<file path="src/hdl/assert_macros.svh">
// Assertion macros shared by the pixel stream unpacker modules.
`ifndef ASSERT_MACROS_SVH
`define ASSERT_MACROS_SVH

// Checked on every rising edge while reset is released.
`define BPSU_ASSERT(lbl, clk, rst_n, prop, msg) \
    lbl: assert property (@(posedge clk) disable iff (!rst_n) prop) else $error(msg);

// Checked on every rising edge, reset included.
`define BPSU_ASSERT_ALWAYS(lbl, clk, prop, msg) \
    lbl: assert property (@(posedge clk) prop) else $error(msg);

`endif

</file>
<file path="src/hdl/bpsu_pkg.sv">
// Shared types and constants of the BMP pixel stream unpacker.
package bpsu_pkg;

    localparam int unsigned CountWidth = 15;
    localparam int unsigned SizeWidth  = 16;
    localparam int unsigned ByteWidth  = 8;
    localparam int unsigned CfgIdxWidth = 3;
    localparam int unsigned CfgDataWidth = 16;
    localparam int unsigned OutDataWidth = 56;

    localparam logic [CfgIdxWidth-1:0] CFG_IMAGE_WIDTH   = 3'd0;
    localparam logic [CfgIdxWidth-1:0] CFG_IMAGE_HEIGHT  = 3'd1;
    localparam logic [CfgIdxWidth-1:0] CFG_FOUR_BYTE     = 3'd2;
    localparam logic [CfgIdxWidth-1:0] CFG_COLUMN_OFFSET = 3'd3;
    localparam logic [CfgIdxWidth-1:0] CFG_ROW_OFFSET    = 3'd4;

    typedef enum logic [1:0] {
        PHASE_BLUE     = 2'd0,
        PHASE_GREEN    = 2'd1,
        PHASE_RED      = 2'd2,
        PHASE_RESERVED = 2'd3
    } byte_phase_t;

    // Decoded configuration handed from the register file to the decoder.
    typedef struct packed {
        logic [CountWidth-1:0] width_m1;
        logic [CountWidth-1:0] height_m1;
        logic [1:0]            pad_bytes;
        logic                  four_byte;
        logic [CountWidth-1:0] column_offset;
        logic [CountWidth-1:0] row_offset;
    } bpsu_cfg_t;

endpackage

</file>
<file path="src/hdl/bpsu_cfg_regs.sv">
// Configuration registers and the clamped image geometry derived from them.
module bpsu_cfg_regs
    import bpsu_pkg::*;
(
    input  logic                    aclk,
    input  logic                    aresetn,
    input  logic                    cfg_we,
    input  logic [CfgIdxWidth-1:0]  cfg_index,
    input  logic [CfgDataWidth-1:0] cfg_wdata,
    output bpsu_cfg_t               cfg
);

    logic [SizeWidth-1:0]  width_reg;
    logic [SizeWidth-1:0]  height_reg;
    logic                  four_byte_reg;
    logic [CountWidth-1:0] col_off_reg;
    logic [CountWidth-1:0] row_off_reg;

    always_ff @(posedge aclk) begin
        if (!aresetn) begin
            width_reg     <= SizeWidth'(1);
            height_reg    <= SizeWidth'(1);
            four_byte_reg <= 1'b0;
            col_off_reg   <= '0;
            row_off_reg   <= '0;
        end else if (cfg_we) begin
            case (cfg_index)
                CFG_IMAGE_WIDTH:   width_reg     <= cfg_wdata;
                CFG_IMAGE_HEIGHT:  height_reg    <= cfg_wdata;
                CFG_FOUR_BYTE:     four_byte_reg <= cfg_wdata[0];
                CFG_COLUMN_OFFSET: col_off_reg   <= cfg_wdata[CountWidth-1:0];
                CFG_ROW_OFFSET:    row_off_reg   <= cfg_wdata[CountWidth-1:0];
                default: ;
            endcase
        end
    end

    // A size of zero acts as one, anything above 32768 acts as 32768.
    always_comb begin
        if (width_reg[SizeWidth-1]) begin
            cfg.width_m1  = '1;
            cfg.pad_bytes = 2'd0;
        end else if (width_reg == '0) begin
            cfg.width_m1  = '0;
            cfg.pad_bytes = 2'd1;
        end else begin
            cfg.width_m1  = width_reg[CountWidth-1:0] - CountWidth'(1);
            cfg.pad_bytes = width_reg[1:0];
        end
        if (height_reg[SizeWidth-1]) begin
            cfg.height_m1 = '1;
        end else if (height_reg == '0) begin
            cfg.height_m1 = '0;
        end else begin
            cfg.height_m1 = height_reg[CountWidth-1:0] - CountWidth'(1);
        end
        cfg.four_byte     = four_byte_reg;
        cfg.column_offset = col_off_reg;
        cfg.row_offset    = row_off_reg;
    end

endmodule

</file>
<file path="src/hdl/bpsu_input_stage.sv">
// Input register that holds one byte beat until the decoder takes it.
`include "assert_macros.svh"

module bpsu_input_stage
    import bpsu_pkg::*;
(
    input  logic                 aclk,
    input  logic                 aresetn,
    input  logic                 s_axis_tvalid,
    output logic                 s_axis_tready,
    input  logic [ByteWidth-1:0] s_axis_tdata,
    output logic                 byte_valid,
    output logic [ByteWidth-1:0] byte_data,
    input  logic                 byte_take
);

    logic                 valid_reg;
    logic [ByteWidth-1:0] data_reg;

    assign s_axis_tready = !valid_reg || byte_take;
    assign byte_valid    = valid_reg;
    assign byte_data     = data_reg;

    always_ff @(posedge aclk) begin
        if (!aresetn) begin
            valid_reg <= 1'b0;
        end else if (s_axis_tready) begin
            valid_reg <= s_axis_tvalid;
        end
    end

    always_ff @(posedge aclk) begin
        if (s_axis_tvalid && s_axis_tready) begin
            data_reg <= s_axis_tdata;
        end
    end

    `BPSU_ASSERT(a_take_needs_byte, aclk, aresetn, byte_take |-> valid_reg, "take without a held byte")

endmodule

</file>
<file path="src/hdl/bpsu_decoder.sv">
// Pixel assembly, row and column tracking, and the result register.
`include "assert_macros.svh"

module bpsu_decoder
    import bpsu_pkg::*;
(
    input  logic                    aclk,
    input  logic                    aresetn,
    input  bpsu_cfg_t               cfg,
    input  logic                    byte_valid,
    input  logic [ByteWidth-1:0]    byte_data,
    output logic                    byte_take,
    output logic                    m_axis_tvalid,
    input  logic                    m_axis_tready,
    output logic [OutDataWidth-1:0] m_axis_tdata,
    output logic                    m_axis_tlast
);

    logic [CountWidth-1:0] col_reg, col_next;
    logic [CountWidth-1:0] line_reg, line_next;
    byte_phase_t           phase_reg, phase_next;
    logic [1:0]            pad_reg, pad_next;
    logic [ByteWidth-1:0]  blue_reg, blue_next;
    logic [ByteWidth-1:0]  green_reg, green_next;

    logic                    out_valid_reg;
    logic [OutDataWidth-1:0] out_data_reg;
    logic                    out_last_reg;

    logic                  emit;
    logic                  last_col;
    logic                  last_line;
    logic [SizeWidth-1:0]  row_sum;
    logic [SizeWidth-1:0]  col_sum;

    assign byte_take = byte_valid && (!out_valid_reg || m_axis_tready);

    assign last_col  = col_reg >= cfg.width_m1;
    assign last_line = line_reg >= cfg.height_m1;
    assign row_sum   = SizeWidth'(cfg.height_m1) - SizeWidth'(line_reg)
                     + SizeWidth'(cfg.row_offset);
    assign col_sum   = SizeWidth'(col_reg) + SizeWidth'(cfg.column_offset);

    always_comb begin
        col_next   = col_reg;
        line_next  = line_reg;
        phase_next = phase_reg;
        pad_next   = pad_reg;
        blue_next  = blue_reg;
        green_next = green_reg;
        emit       = 1'b0;
        if (pad_reg != 2'd0) begin
            pad_next = pad_reg - 2'd1;
        end else begin
            case (phase_reg)
                PHASE_BLUE: begin
                    blue_next  = byte_data;
                    phase_next = PHASE_GREEN;
                end
                PHASE_GREEN: begin
                    green_next = byte_data;
                    phase_next = PHASE_RED;
                end
                PHASE_RED: begin
                    emit       = 1'b1;
                    phase_next = cfg.four_byte ? PHASE_RESERVED : PHASE_BLUE;
                    if (last_col) begin
                        col_next  = '0;
                        line_next = last_line ? '0 : line_reg + CountWidth'(1);
                        if (!cfg.four_byte) begin
                            pad_next = cfg.pad_bytes;
                        end
                    end else begin
                        col_next = col_reg + CountWidth'(1);
                    end
                end
                PHASE_RESERVED: begin
                    phase_next = PHASE_BLUE;
                end
                default: begin
                    phase_next = PHASE_BLUE;
                end
            endcase
        end
    end

    always_ff @(posedge aclk) begin
        if (!aresetn) begin
            col_reg   <= '0;
            line_reg  <= '0;
            phase_reg <= PHASE_BLUE;
            pad_reg   <= '0;
            blue_reg  <= '0;
            green_reg <= '0;
        end else if (byte_take) begin
            col_reg   <= col_next;
            line_reg  <= line_next;
            phase_reg <= phase_next;
            pad_reg   <= pad_next;
            blue_reg  <= blue_next;
            green_reg <= green_next;
        end
    end

    always_ff @(posedge aclk) begin
        if (!aresetn) begin
            out_valid_reg <= 1'b0;
        end else if (byte_take && emit) begin
            out_valid_reg <= 1'b1;
        end else if (m_axis_tready) begin
            out_valid_reg <= 1'b0;
        end
    end

    always_ff @(posedge aclk) begin
        if (byte_take && emit) begin
            out_data_reg <= {byte_data, green_reg, blue_reg, col_sum, row_sum};
            out_last_reg <= last_col && last_line;
        end
    end

    assign m_axis_tvalid = out_valid_reg;
    assign m_axis_tdata  = out_data_reg;
    assign m_axis_tlast  = out_last_reg;

    `BPSU_ASSERT(a_pad_counts_down, aclk, aresetn, (byte_take && pad_reg != 2'd0) |=> (!$rose(out_valid_reg) && pad_reg == $past(pad_reg) - 2'd1), "padding beat did not count down")
    `BPSU_ASSERT(a_final_wraps, aclk, aresetn, (byte_take && emit && last_col && last_line) |=> (col_reg == '0 && line_reg == '0), "frame end did not clear the counters")
    `BPSU_ASSERT_ALWAYS(a_reset_idle, aclk, !aresetn |=> (!out_valid_reg && phase_reg == PHASE_BLUE && pad_reg == 2'd0), "reset left the decoder busy")

endmodule

</file>
<file path="src/hdl/bmp_pixel_stream_unpacker.sv">
// Top level of the BMP pixel stream unpacker.
//
//   Channel   Direction  Beat contents
//   s_axis    in         tdata[7:0] pixel_byte
//   m_axis    out        tdata screen_row, screen_column, colour; tlast final_pixel
//   cfg       in         cfg_index selects the register, cfg_wdata is written
//
// One byte beat is taken every cycle unless a held result stalls the decoder.
// The rate is set by the single decode step between the input and result registers.
// Reset is synchronous and active low; it clears counters, phase and the valid flags of both registers.
// A held result that is not taken blocks the decoder, so the input stalls once the
// input register holds a byte.
module bmp_pixel_stream_unpacker
    import bpsu_pkg::*;
(
    input  logic                    aclk,
    input  logic                    aresetn,
    input  logic                    s_axis_tvalid,
    output logic                    s_axis_tready,
    input  logic [ByteWidth-1:0]    s_axis_tdata,    // [7:0] pixel_byte
    output logic                    m_axis_tvalid,
    input  logic                    m_axis_tready,
    output logic [OutDataWidth-1:0] m_axis_tdata,    // [15:0] screen_row, [31:16] screen_column,
                                                     // [55:32] colour
    output logic                    m_axis_tlast,
    input  logic                    cfg_we,
    input  logic [CfgIdxWidth-1:0]  cfg_index,
    input  logic [CfgDataWidth-1:0] cfg_wdata
);

    bpsu_cfg_t            cfg;
    logic                 byte_valid;
    logic [ByteWidth-1:0] byte_data;
    logic                 byte_take;

    bpsu_cfg_regs u_cfg_regs (
        .aclk      (aclk),
        .aresetn   (aresetn),
        .cfg_we    (cfg_we),
        .cfg_index (cfg_index),
        .cfg_wdata (cfg_wdata),
        .cfg       (cfg)
    );

    bpsu_input_stage u_input_stage (
        .aclk          (aclk),
        .aresetn       (aresetn),
        .s_axis_tvalid (s_axis_tvalid),
        .s_axis_tready (s_axis_tready),
        .s_axis_tdata  (s_axis_tdata),
        .byte_valid    (byte_valid),
        .byte_data     (byte_data),
        .byte_take     (byte_take)
    );

    bpsu_decoder u_decoder (
        .aclk          (aclk),
        .aresetn       (aresetn),
        .cfg           (cfg),
        .byte_valid    (byte_valid),
        .byte_data     (byte_data),
        .byte_take     (byte_take),
        .m_axis_tvalid (m_axis_tvalid),
        .m_axis_tready (m_axis_tready),
        .m_axis_tdata  (m_axis_tdata),
        .m_axis_tlast  (m_axis_tlast)
    );

endmodule
</file>
<file path="config.mk">
export PLATFORM = sky130hd
export DESIGN_NAME = bmp_pixel_stream_unpacker
export DESIGN_NICKNAME = d
export VERILOG_FILES = /design/src/hdl/bpsu_pkg.sv /design/src/hdl/bpsu_cfg_regs.sv /design/src/hdl/bpsu_input_stage.sv /design/src/hdl/bpsu_decoder.sv /design/src/hdl/bmp_pixel_stream_unpacker.sv
export VERILOG_INCLUDE_DIRS = /design/src /design/src/hdl
export SDC_FILE = /design/constraint.sdc
export NUM_CORES = 1
export LEC_CHECK = 0
export BUFFER_PORTS_ARGS = -buffer_cell sky130_fd_sc_hd__buf_2
export CORE_ASPECT_RATIO = 1.1
export CORE_UTILIZATION = 25
export CTS_BUF_LIST = sky130_fd_sc_hd__clkbuf_4 sky130_fd_sc_hd__clkbuf_8
export CTS_CLUSTER_SIZE = 20
export DETAILED_ROUTE_END_ITERATION = 7
export HOLD_SLACK_MARGIN = 0.1
export PLACE_DENSITY_LB_ADDON = 0.25
export SLEW_MARGIN = 15
export SYNTH_ARGS = -nofsm -noshare
export SYNTH_HDL_FRONTEND = slang
export SYNTH_SLANG_ARGS = --single-unit
</file>
<file path="constraint.sdc">
create_clock -name aclk -period 11.55 [get_ports aclk]
set_clock_uncertainty 0.05 [all_clocks]
set_input_delay 2.31 -clock aclk [delete_from_list [all_inputs] [get_ports aclk]]
set_output_delay 2.31 -clock aclk [all_outputs]
set_load 0.03 [all_outputs]
</file>
# Word level (Yosys, flattened, before mapping)
# Index checks and enable logic that the tools add are counted.
[classes]
n_addsub = 8
magnitude_cmp = 2
eq_ne = 8
n_mux = 18
n_bitwise = 1
n_reduce_logical = 27
[ops]
columns = ["op", "n"]
rows = [
  ["$mux W15", 6],
  ["$logic_not A16 Y1", 2],
  ["$add A15 B1 Y15 const B", 2],
  ["$ge A15 B15 Y1", 2],
  ["$sub A15 B1 Y15 const B", 2],
  ["$add A15 B15 Y16", 1],
  ["$add A16 B15 Y16", 1],
  ["$sub A15 B15 Y16", 1],
  ["$mux W2", 7],
  ["$reduce_and A2 Y1", 6],
  ["$reduce_and A3 Y1", 3],
  ["$pmux W2 S4", 1],
  ["$reduce_and A4 Y1", 2],
  ["$reduce_bool A2 Y1", 4],
  ["$eq A3 B2 Y1 const B", 2],
  ["$eq A2 B2 Y1 const B", 2],
  ["$logic_and A1 B1 Y1", 4],
  ["$mux W1", 4],
  ["$eq A3 B1 Y1 const B", 1],
  ["$eq A3 B3 Y1 const B", 1],
  ["$logic_not A3 Y1", 1],
  ["$eq A2 B1 Y1 const B", 1],
  ["$logic_not A1 Y1", 2],
  ["$logic_not A2 Y1", 1],
  ["other kinds (4)", 5],
]
[word_totals]
ff_bits = 180
output_inout_bits = 59
word_cells = 80

# Logic depth before layout (Yosys ltp)
# Gate-level depths: netlist (run 1).
[depth]
word_depth = 7
ltp_mapped = 18

# Cells and area by module
# Synthesis (run 1) repeated with hierarchy kept, for this count alone.
[hier_totals]
hier_cells = 1063
hier_area_um2 = 9874.5
[modules_own_cells]
columns = ["module", "instances", "cells_each", "area_per_inst_um2", "seq_area_each_um2"]
rows = [
  ["bpsu_decoder", 1, 651, 6481.2, 2732.6],
  ["bpsu_cfg_regs", 1, 399, 3095.5, 1261.2],
  ["bpsu_input_stage", 1, 13, 297.8, 260.2],
]

# Worst setup path after synthesis (run 1)
# OpenSTA, ideal clock, no wires.
[synth_timing]
path_kind = "input to output"
from = "input m_axis_tready"
to = "output s_axis_tready"
arrival_time_ns = 2.872
required_ns = 9.190
path_slack_ns = 6.318
path_stages = 2
n_path_buf = 0
cell_sequence = "nor2b_1 nand2_1"
[synth_via]
elab_chain_cells = 3
[synth_rtl]
columns = ["item", "line_no", "rtl"]
rows = [
  ["start: declaration", "bmp_pixel_stream_unpacker.sv:22", "input logic m_axis_tready,"],
  ["$logic_or A1 B1 Y1", "bpsu_decoder.sv:36", "assign byte_take = byte_valid && (!out_valid_reg || m_axis_tready);"],
  ["$logic_and A1 B1 Y1", "bpsu_decoder.sv:36", ""],
  ["$logic_or A1 B1 Y1", "bpsu_input_stage.sv:20", "assign s_axis_tready = !valid_reg || byte_take;"],
  ["end: declaration", "bmp_pixel_stream_unpacker.sv:19", "output logic s_axis_tready,"],
]
# Every way passes these cells.

# Worst setup path in the final report (run 1)
# Same ends and word-level chain as after synthesis.

==> results of run 1 <==
-- routing by layer --
| layer | up-vias | part of all wire, % | GRT usage, % |
|---|---|---|---|
| li1 | 3850 | - | - |
| met1 | 3535 | 49 | 16.4 |
| met2 | 100 | 46 | 20.1 |
| met3 | 22 | 3.7 | 2.68 |
| met4 | 4 | 1.2 | 3.34 |
| met5 | - | 0.11 | 0 |
-- kinds of logic (layout without fill, tap and decap cells) --
| group | count (synthesis) | after routing | synth area share, % |
|---|---|---|---|
| buffers and inverters | 103 | 189 | 4.02 |
| AO/OA/AOI/OAI | 233 | 233 | 15.8 |
| other | 0 | 5 | 0 |
| adder cells (fa/ha/maj) | 82 | 82 | 11.7 |
| flip-flops | 180 | 180 | 43.3 |
| multiplexers | 14 | 14 | 1.46 |
| XOR/XNOR | 52 | 52 | 4.63 |
| AND/OR/NAND/NOR | 399 | 399 | 19.1 |
-- how the worst max path moves through the flow --
stage,start,end,slack (ns)
floorplan,m_axis_tready,s_axis_tready,6.32
global placement,m_axis_tready,s_axis_tready,5.89
detailed placement,m_axis_tready,s_axis_tready,5.89
CTS,m_axis_tready,s_axis_tready,5.88
global route,m_axis_tready,s_axis_tready,5.80
finish,m_axis_tready,s_axis_tready,5.90
-- per-stage QoR --
step | utilization (%) | hold slack (ns)
6_report | 29.1 | 0.384
5_1_grt | 29.1 | 0.395
3_5_place_dp | 28.0 | 0.365
3_3_place_gp | 28.0 | 0.361
4_1_cts | 29.1 | 0.384
2_1_floorplan | - | 0.358
-- layout by cell type (no fill, tap or decap), drive strengths merged, types with 35 or more instances in the layout --
| cell type | count |
|---|---|
| a21boi | 73 |
| a21oi | 56 |
| buf | 92 |
| dfxtp | 115 |
| edfxtp | 65 |
| ha | 66 |
| inv | 74 |
| nand2 | 173 |
| nand3 | 35 |
| nor2 | 73 |
-- cell usage after synthesis (3+ instances only) --
| cell type | n |
|---|---|
| a211oi_1 | 5 |
| a21boi_0 | 72 |
| a21o_1 | 13 |
| a21oi_1 | 56 |
| a22o_1 | 8 |
| a31o_2 | 8 |
| a31oi_1 | 8 |
| and2_1 | 4 |
| and3_1 | 14 |
| buf_2 | 4 |
| clkbuf_1 | 32 |
| dfxtp_1 | 115 |
| edfxtp_1 | 65 |
| fa_1 | 16 |
| ha_1 | 66 |
| inv_1 | 65 |
| mux2_2 | 3 |
| mux2i_1 | 11 |
| nand2_1 | 173 |
| nand2b_1 | 12 |
| nand3_1 | 35 |
| nand4_1 | 11 |
| nor2_1 | 72 |
| nor2b_1 | 22 |
| nor3_1 | 21 |
| nor3_2 | 3 |
| nor4_1 | 10 |
| o211ai_1 | 4 |
| o21a_1 | 10 |
| o21ai_0 | 31 |
| o2bb2ai_1 | 3 |
| o31a_1 | 3 |
| or3_1 | 5 |
| xnor2_1 | 28 |
| xor2_1 | 24 |
-- final cells by class --
| class | count | area (sq um) |
|---|---|---|
| Clock buffer | 17 | 234 |
| Fill cell | 4093 | 27300 |
| Sequential cell | 180 | 4250 |
| Inverter | 65 | 244 |
| Tap cell | 500 | 626 |
| Timing Repair Buffer | 92 | 465 |
| Antenna cell | 5 | 12.5 |
| Clock inverter | 15 | 183 |
| Multi-Input combinational cell | 780 | 5190 |
-- worst reg2reg max path, stage by stage (launching register included) --
cell      delay [ns]
dfxtp_1         0.38
or4_1           0.65
nor4_4          0.26
and3_1          0.42
a21o_1          0.20
fa_1            0.48
inv_1           0.08
ha_1            0.24
a211oi_1        0.32
o21ai_0         0.24
a21oi_1         0.31
o211ai_1        0.19
nand4_1         0.19
nand2_1         0.09
xor2_1          0.14
-- report_power, final --
part / internal, mW / switching, mW / leakage (nW)
combinational: 0.0807 / 0.118 / 2.61
clock: 0.202 / 0.264 / 0.213
sequential: 0.673 / 0.00884 / 1.49
total: 0.957 / 0.391 / 4.31
==> flow_metrics.env, run 1 <==
export IMPL_status="finished, final reports clean"
export IMPL_syn_avg_cell_area_sq_um=9.25
export IMPL_ir_drop_mv=0.0680
export IMPL_fp_row_count=75
export IMPL_rr_startpoint="u_cfg_regs.height_reg[3]"
export IMPL_setup_viol=0
export IMPL_maxSlewHeadroom_pct=39.5
export IMPL_port_buffers=90
export IMPL_ant_nets=0
export IMPL_critPathTopFamily="simple AND/OR/NAND/NOR gates"
export IMPL_yosys_warnings=0
export IMPL_async_flop_share_pct=0
export IMPL_holdBufCountCts=0
export IMPL_grt_usage_pct=12.4
export IMPL_maxSlewViolCount=0
export IMPL_vias=7511
export IMPL_grt_setup_unrepaired="no"
export IMPL_synth_seq_cells=180
export IMPL_netlist_area_sq_um=9830
export IMPL_dp_cells=1617
export IMPL_final_nets=1250
export IMPL_r2r_end="u_decoder.m_axis_tdata[13]"
export IMPL_ys_seq_area_share_pct=43.3
export IMPL_synth_top_area_share_pct=23.4
export IMPL_required_ns=9.19
export IMPL_design_area_sq_um=11200
export IMPL_fmax_mhz=177
export IMPL_synth_net_count=1177
export IMPL_post_cts_resized=0
export IMPL_synth_distinct_cells=60
export IMPL_hold_violations=0
export IMPL_crit_path_start_kind="input pin"
export IMPL_yosys_top_cells_area="dfxtp_1, edfxtp_1, ha_1"
export IMPL_r2r_slack_ns=7.06
export IMPL_dieArea_sq_um=40100
export IMPL_clockRootBuffer="clkbuf_8"
export IMPL_grt_overflow=0
export IMPL_cts_htree_levels=4
export IMPL_dpl_hpwl_mm=17.9
export IMPL_crit_buf_inv=2
export IMPL_pre_cts_ws_ns=5.89
export IMPL_synth_edf_count=65
export IMPL_finalPower_mw=1.35
export IMPL_core_area_sq_um=38500
export IMPL_viasPerCell=4.54
export IMPL_layout_drive_gt1_share_pct=12.6
export IMPL_cp_slowest_stage_delay_ns=0.52
export IMPL_die_h_um=210
export IMPL_pin_count=91
export IMPL_r2r_cells=14
export IMPL_drt_iter0_markers=379
export IMPL_cts_inserted_buffers=17
export IMPL_crit_chain="buf_2, nor2b_1, nand2_1, buf_2"
export IMPL_netlist_instances=1063
export IMPL_period_needed_ns=5.65
export IMPL_postCtsSetupBuffers=0
export IMPL_cp_common_cell="buf_2"
export IMPL_cp_depth=4
export IMPL_max_cap_violations=0
export IMPL_die_w_um=191
export IMPL_grt_pass1_wl_mm=38.7
export IMPL_drc_errors=0
export IMPL_largest_reg_flops=56
export IMPL_area_growth_pct=14.0
export IMPL_path_clk_slew_ns=0.11
export IMPL_ys_flop_type="dfxtp_1"
export IMPL_cts_buffer_depth=2
export IMPL_grt_max_degree=67
export IMPL_min_delay_start="u_decoder.blue_reg[6]"
export IMPL_power_leakage_nw=4.31
export IMPL_cts_tree="done"
export IMPL_cp_slowest_cell="nor2b_1"
export IMPL_gp_congestion=0.791
export IMPL_cts_sinks=180
export IMPL_wl_per_cell_um=14.8
export IMPL_timing_final_crit_share_pct=48.9
export IMPL_initial_utilization_pct=25.6
export IMPL_yosysTopAreaCell="dfxtp_1"
export IMPL_drt_total_wl_mm=24.4
export IMPL_crit_fanout=7
export IMPL_tightest_slew_ns=0.906
export IMPL_hold_path_class="flip-flop to flip-flop"
export IMPL_fin_ws_ns=5.90
export IMPL_powerDensity_nw_per_um2=120
export IMPL_clock_latency_ns=0.47
export IMPL_holdPathStages=0
export IMPL_final_cell_count_no_fill=1654
export IMPL_path_class="input pin to output pin"
export IMPL_endpoint_kind="output pin"
export IMPL_hold_end="u_decoder.m_axis_tdata[38]"
export IMPL_grt_pass1_vias=7114
export IMPL_drtPass1Iterations=4
export IMPL_place_area_sq_um=10800
export IMPL_tns_ns=0
export IMPL_critPathArrivalTime_ns=3.29
export IMPL_antenna_found_initial=9
Note: power is estimated with default switching activity, not from simulation.
==> run 2: changes to the inputs <==
Clock period 11.55 ns to 5.2 ns, I/O delays scaled along.
==> flow_metrics.env, run 2 (same netlist as run 1, synthesis figures left out) <==
export IMPL_path_class="flip-flop to flip-flop"
export IMPL_post_cts_resized=0
export IMPL_required_ns=5.50
export IMPL_max_cap_violations=0
export IMPL_final_common_cell="nand2_1"
export IMPL_initial_utilization_pct=25.6
export IMPL_setup_viol=0
export IMPL_dpl_hpwl_mm=18.6
export IMPL_hold_path_class="flip-flop to flip-flop"
export IMPL_core_area_sq_um=38500
export IMPL_post_route_util_pct=29.2
export IMPL_viasPerCell=4.55
export IMPL_clockRootBuffer="clkbuf_8"
export IMPL_dp_cells=1624
export IMPL_power_leakage_nw=4.33
export IMPL_critPathTopFamily="simple AND/OR/NAND/NOR gates"
export IMPL_cts_sinks=180
export IMPL_crit_buf_inv=2
export IMPL_whs_ns=0.384
export IMPL_endpoint_kind="flip-flop"
export IMPL_n_antenna_cell=0
export IMPL_die_w_um=191
export IMPL_maxSlewViolCount=0
export IMPL_cp_slowest_cell="or4_1"
export IMPL_p_sw_uw=865
export IMPL_powerDensity_nw_per_um2=262
export IMPL_final_nets=1257
export IMPL_tns_ns=0
export IMPL_dieArea_sq_um=40100
export IMPL_grt_setup_unrepaired="no"
export IMPL_hold_violations=0
export IMPL_vias=7536
export IMPL_drt_total_wl_mm=24.8
export IMPL_timing_final_crit_share_pct=84.1
export IMPL_drtPass1Iterations=5
export IMPL_grt_max_degree=43
export IMPL_internal_power_mw=2.08
export IMPL_antenna_found_initial=3
export IMPL_layout_drive_gt1_share_pct=13.1
export IMPL_grt_overflow=0
export IMPL_p_comb_share_pct=15.1
export IMPL_drt_iter0_markers=346
export IMPL_period_needed_ns=4.38
export IMPL_grt_pass1_vias=7356
export IMPL_postCtsSetupBuffers=0
export IMPL_cts_inserted_buffers=17
export IMPL_die_h_um=210
export IMPL_final_cell_count_no_fill=1656
export IMPL_maxSlewHeadroom_pct=48.8
export IMPL_cts_tree="done"
export IMPL_sw_frac_of_total_pct=29.4
export IMPL_largest_reg_flops=56
export IMPL_status="finished, final reports clean"
export IMPL_ir_drop_mv=0.127
export IMPL_cts_buffer_depth=2
export IMPL_fp_row_count=75
export IMPL_grt_pass1_wl_mm=39.9
export IMPL_grt_usage_pct=12.9
export IMPL_area_growth_pct=14.3
export IMPL_pin_count=91
export IMPL_crit_fanout=9
export IMPL_crit_path_start_kind="flip-flop"
export IMPL_wl_per_cell_um=15.0
export IMPL_path_clk_slew_ns=0.11
export IMPL_p_clk_share_pct=33.5
export IMPL_tightest_slew_ns=0.766
export IMPL_cp_slowest_stage_delay_ns=0.65
export IMPL_crit_chain="or4_1, nor4_4, and3_1, a21oi_1, ha_1, inv_1, ha_1, inv_1, fa_1, nor2b_1, o31a_1, nor2_1, o21ai_0, a21oi_1, nand4bb_1, nand4_1"
export IMPL_ant_nets=0
export IMPL_holdBufCountCts=0
export IMPL_gp_congestion=0.805
export IMPL_drc_errors=0
export IMPL_p_seq_share_pct=51.4
export IMPL_cts_htree_levels=4
export IMPL_fmax_mhz=229
export IMPL_clock_latency_ns=0.49
export IMPL_critPathArrivalTime_ns=4.67
export IMPL_port_buffers=90
export IMPL_final_cell_mix="nand2_1, dfxtp_1, buf_2, nor2_1, a21boi_0"
[run 2: final timing paths]
path,from,end,slack [ns],cells past startpoint
worst max-delay path,u_cfg_regs.height_reg[3],u_decoder.m_axis_tdata[14],0.82,16
worst min-delay path,u_decoder.blue_reg[5],u_decoder.m_axis_tdata[37],0.38,0
worst max register to register,u_cfg_regs.height_reg[3],u_decoder.m_axis_tdata[14],0.82,16
worst min register to register,u_decoder.blue_reg[5],u_decoder.m_axis_tdata[37],0.38,0
[run 2: layer usage]
layer | part of all wire [%] | up-vias | global-route usage, % | routed length, um
li1 | - | 3854 | - | -
met4 | 1.7 | 6 | 4.68 | 431
met5 | 0.12 | - | 0 | 30
met3 | 3.4 | 26 | 2.40 | 835
met2 | 47 | 104 | 20.9 | 11600
met1 | 48 | 3546 | 17.0 | 11900
[run 2: stage by stage]
step                      total power, mW  area [sq um]  setup slack (ns)
after floorplan                      1.87          9830              1.43
after global placement               1.99         10800             0.968
after detailed placement             2.00         10800             0.892
after CTS                            3.01         11200             0.854
after global routing                 3.13         11200             0.430
final                                2.95         11200             0.825
[run 2: area by class of cell]
cell class / instances / area, sq um
multi-input cells: 780 / 5190
well taps: 500 / 626
clock inverters: 15 / 171
repair buffers: 99 / 518
inverters: 65 / 244
clock buffers: 17 / 234
flip-flops and latches: 180 / 4250
fillers: 4148 / 27200
[run 2: power by group through the flow]
stage	clock, mW	combinational (mW)	sequential (mW)
3_5_place_dp	0	0.450	1.55
2_1_floorplan	0	0.327	1.55
3_3_place_gp	0	0.443	1.55
6_report	0.988	0.445	1.51
5_1_grt	1.10	0.516	1.52
4_1_cts	1.04	0.452	1.51
[run 2: worst reg2reg max path, cell delays in order (launching register included)]
cell and delay (ns):
dfxtp_1 0.37, or4_1 0.65, nor4_4 0.26, and3_1 0.43, a21oi_1 0.10, ha_1 0.31
inv_1 0.07, ha_1 0.22, inv_1 0.08, fa_1 0.41, nor2b_1 0.16, o31a_1 0.16
nor2_1 0.06, o21ai_0 0.37, a21oi_1 0.20, nand4bb_1 0.24, nand4_1 0.10
==> run 3: changes to the inputs <==
Clock period 5.2 ns to 3.8 ns, I/O delays scaled along.
==> flow_metrics.env, run 3 (same netlist as run 1, synthesis figures left out) <==
export IMPL_status="finished, violations left"
export IMPL_violations="setup timing"
export IMPL_path_clk_slew_ns=0.11
export IMPL_viasPerCell=4.52
export IMPL_grt_pass1_vias=7599
export IMPL_cp_slowest_cell="or4_4"
export IMPL_fp_row_count=75
export IMPL_critPathArrivalTime_ns=4.07
export IMPL_cts_inserted_buffers=17
export IMPL_cts_buffer_depth=2
export IMPL_initial_utilization_pct=25.6
export IMPL_final_cell_mix="nand2_1, dfxtp_1, buf_2, buf_4, a21boi_0"
export IMPL_tightest_slew_ns=0.995
export IMPL_die_w_um=191
export IMPL_clockRootBuffer="clkbuf_8"
export IMPL_final_nets=1340
export IMPL_core_area_sq_um=38500
export IMPL_cts_sinks=180
export IMPL_maxSlewHeadroom_pct=33.6
export IMPL_pin_count=91
export IMPL_final_cell_count_no_fill=1742
export IMPL_dp_cells=1699
export IMPL_hold_violations=0
export IMPL_endpoint_kind="flip-flop"
export IMPL_gp_congestion=0.771
export IMPL_ant_nets=0
export IMPL_nFillCells=4091
export IMPL_grt_setup_unrepaired="yes"
export IMPL_required_ns=4.02
export IMPL_power_leakage_nw=4.80
export IMPL_final_common_cell="nand2_1"
export IMPL_dieArea_sq_um=40100
export IMPL_timing_final_crit_share_pct=101
export IMPL_die_h_um=210
export IMPL_drt_iter0_markers=346
export IMPL_drc_errors=0
export IMPL_powerDensity_nw_per_um2=349
export IMPL_cp_common_cell="o21ai_1"
export IMPL_pre_cts_ws_ns=-0.169
export IMPL_maxSlewViolCount=0
export IMPL_drtPass1Iterations=4
export IMPL_setup_viol=1
export IMPL_cts_htree_levels=4
export IMPL_grt_overflow=0
export IMPL_max_cap_violations=0
export IMPL_antenna_found_initial=5
export IMPL_grt_pass1_wl_mm=40.2
export IMPL_largest_reg_flops=56
export IMPL_seqCellArea_sq_um=4260
export IMPL_layout_drive_gt1_share_pct=23.8
export IMPL_holdBufCountCts=0
export IMPL_period_needed_ns=3.85
export IMPL_multi_input_area_sq_um=5570
export IMPL_crit_fanout=4
export IMPL_hold_path_class="input pin to flip-flop"
export IMPL_path_class="flip-flop to flip-flop"
export IMPL_ir_drop_mv=0.186
export IMPL_cts_tree="done"
export IMPL_crit_chain="or4_4, nor4_4, buf_4, nand2_2, nor3_2, mux2_4, nor2_4, fa_1, inv_1, ha_4, a21oi_2, nor2b_1, o21ai_1, nand2b_1, mux2i_1, o21ai_1, a21oi_1"
export IMPL_grt_usage_pct=12.9
export IMPL_port_buffers=90
export IMPL_crit_path_start_kind="flip-flop"
export IMPL_area_growth_pct=24.9
export IMPL_grt_max_degree=105
export IMPL_vias=7868
export IMPL_dpl_hpwl_mm=18.8
export IMPL_wl_per_cell_um=14.7
export IMPL_clock_latency_ns=0.50
export IMPL_fmax_mhz=260
export IMPL_fin_ws_ns=-0.0467
export IMPL_cp_slowest_stage_delay_ns=0.55
export IMPL_whs_ns=0.380
export IMPL_finalPower_mw=4.29
export IMPL_drt_total_wl_mm=25.6
[run 3: cell types whose count changed in the layout (fill, tap and decap cells not counted), moves of 8 or more]
| cell | delta |
|---|---|
| o21ai_0 | -8 |
| a21oi_1 | -13 |
| buf_4 | +76 |
| ha_1 | -9 |
| a21oi_2 | +9 |
[run 3: path summary, 6_finish.rpt]
path	from	cells past startpoint	endpoint	slack, ns
setup / recovery	u_cfg_regs.height_reg[4]	17	u_decoder.m_axis_tdata[15]	-0.05
hold / removal	s_axis_tdata[0]	1	u_input_stage.byte_data[0]	0.38
setup reg to reg	u_cfg_regs.height_reg[4]	17	u_decoder.m_axis_tdata[15]	-0.05
hold reg to reg	u_decoder.blue_reg[0]	0	u_decoder.m_axis_tdata[32]	0.39
[run 3: final cells by class]
| type | count | share of cell area [%] |
|---|---|---|
| Multi-Input combinational cell | 780 | 45.4 |
| Sequential cell | 180 | 34.7 |
| Timing Repair Buffer | 182 | 9.51 |
| Tap cell | 500 | 5.10 |
| Inverter | 65 | 1.99 |
| Clock buffer | 17 | 1.91 |
| Clock inverter | 15 | 1.41 |
| Antenna cell | 3 | 0.0611 |
[run 3: report_power, final]
| group | total [mW] | switching [mW] | internal, mW |
|---|---|---|---|
| logic | 0.886 | 0.442 | 0.443 |
| registers | 2.07 | 0.0223 | 2.05 |
| clock network | 1.33 | 0.839 | 0.494 |
| total | 4.29 | 1.30 | 2.98 |
[run 3: what timing repair did]
item,CTS,global route
gates resized for setup,15,78
endpoints found under the setup margin,29,39
pin swaps,0,28
setup buffers,0,9
[run 3: per-layer routing]
metal | vias to the layer above | GRT usage (%) | wire length [um]
li1 | 4030 | - | -
met1 | 3705 | 16.4 | 12100
met2 | 104 | 21.5 | 12100
met3 | 25 | 2.63 | 875
met4 | 4 | 4.73 | 458
met5 | - | 0 | 23
[run 3: worst max-delay path, delay by kind of cell, from the launching register on]
kind | cells | cell delay [ns]
buffers and inverters | 2 | 0.30
AOI/OAI and AO/OA | 4 | 0.41
and+or+nand+nor | 7 | 1.42
muxes | 2 | 0.46
DFF | 1 | 0.33
adders and majority gates | 2 | 0.63
[run 3: through the flow]
stage	setup TNS, ns	area, sq um	utilization (%)
after floorplan	0	9830	-
after global placement	-1.79	11400	29.6
after detailed placement	-1.41	11400	29.6
after CTS	0	11800	30.8
after global routing	-2.04	12300	31.9
final	-0.0467	12300	31.9
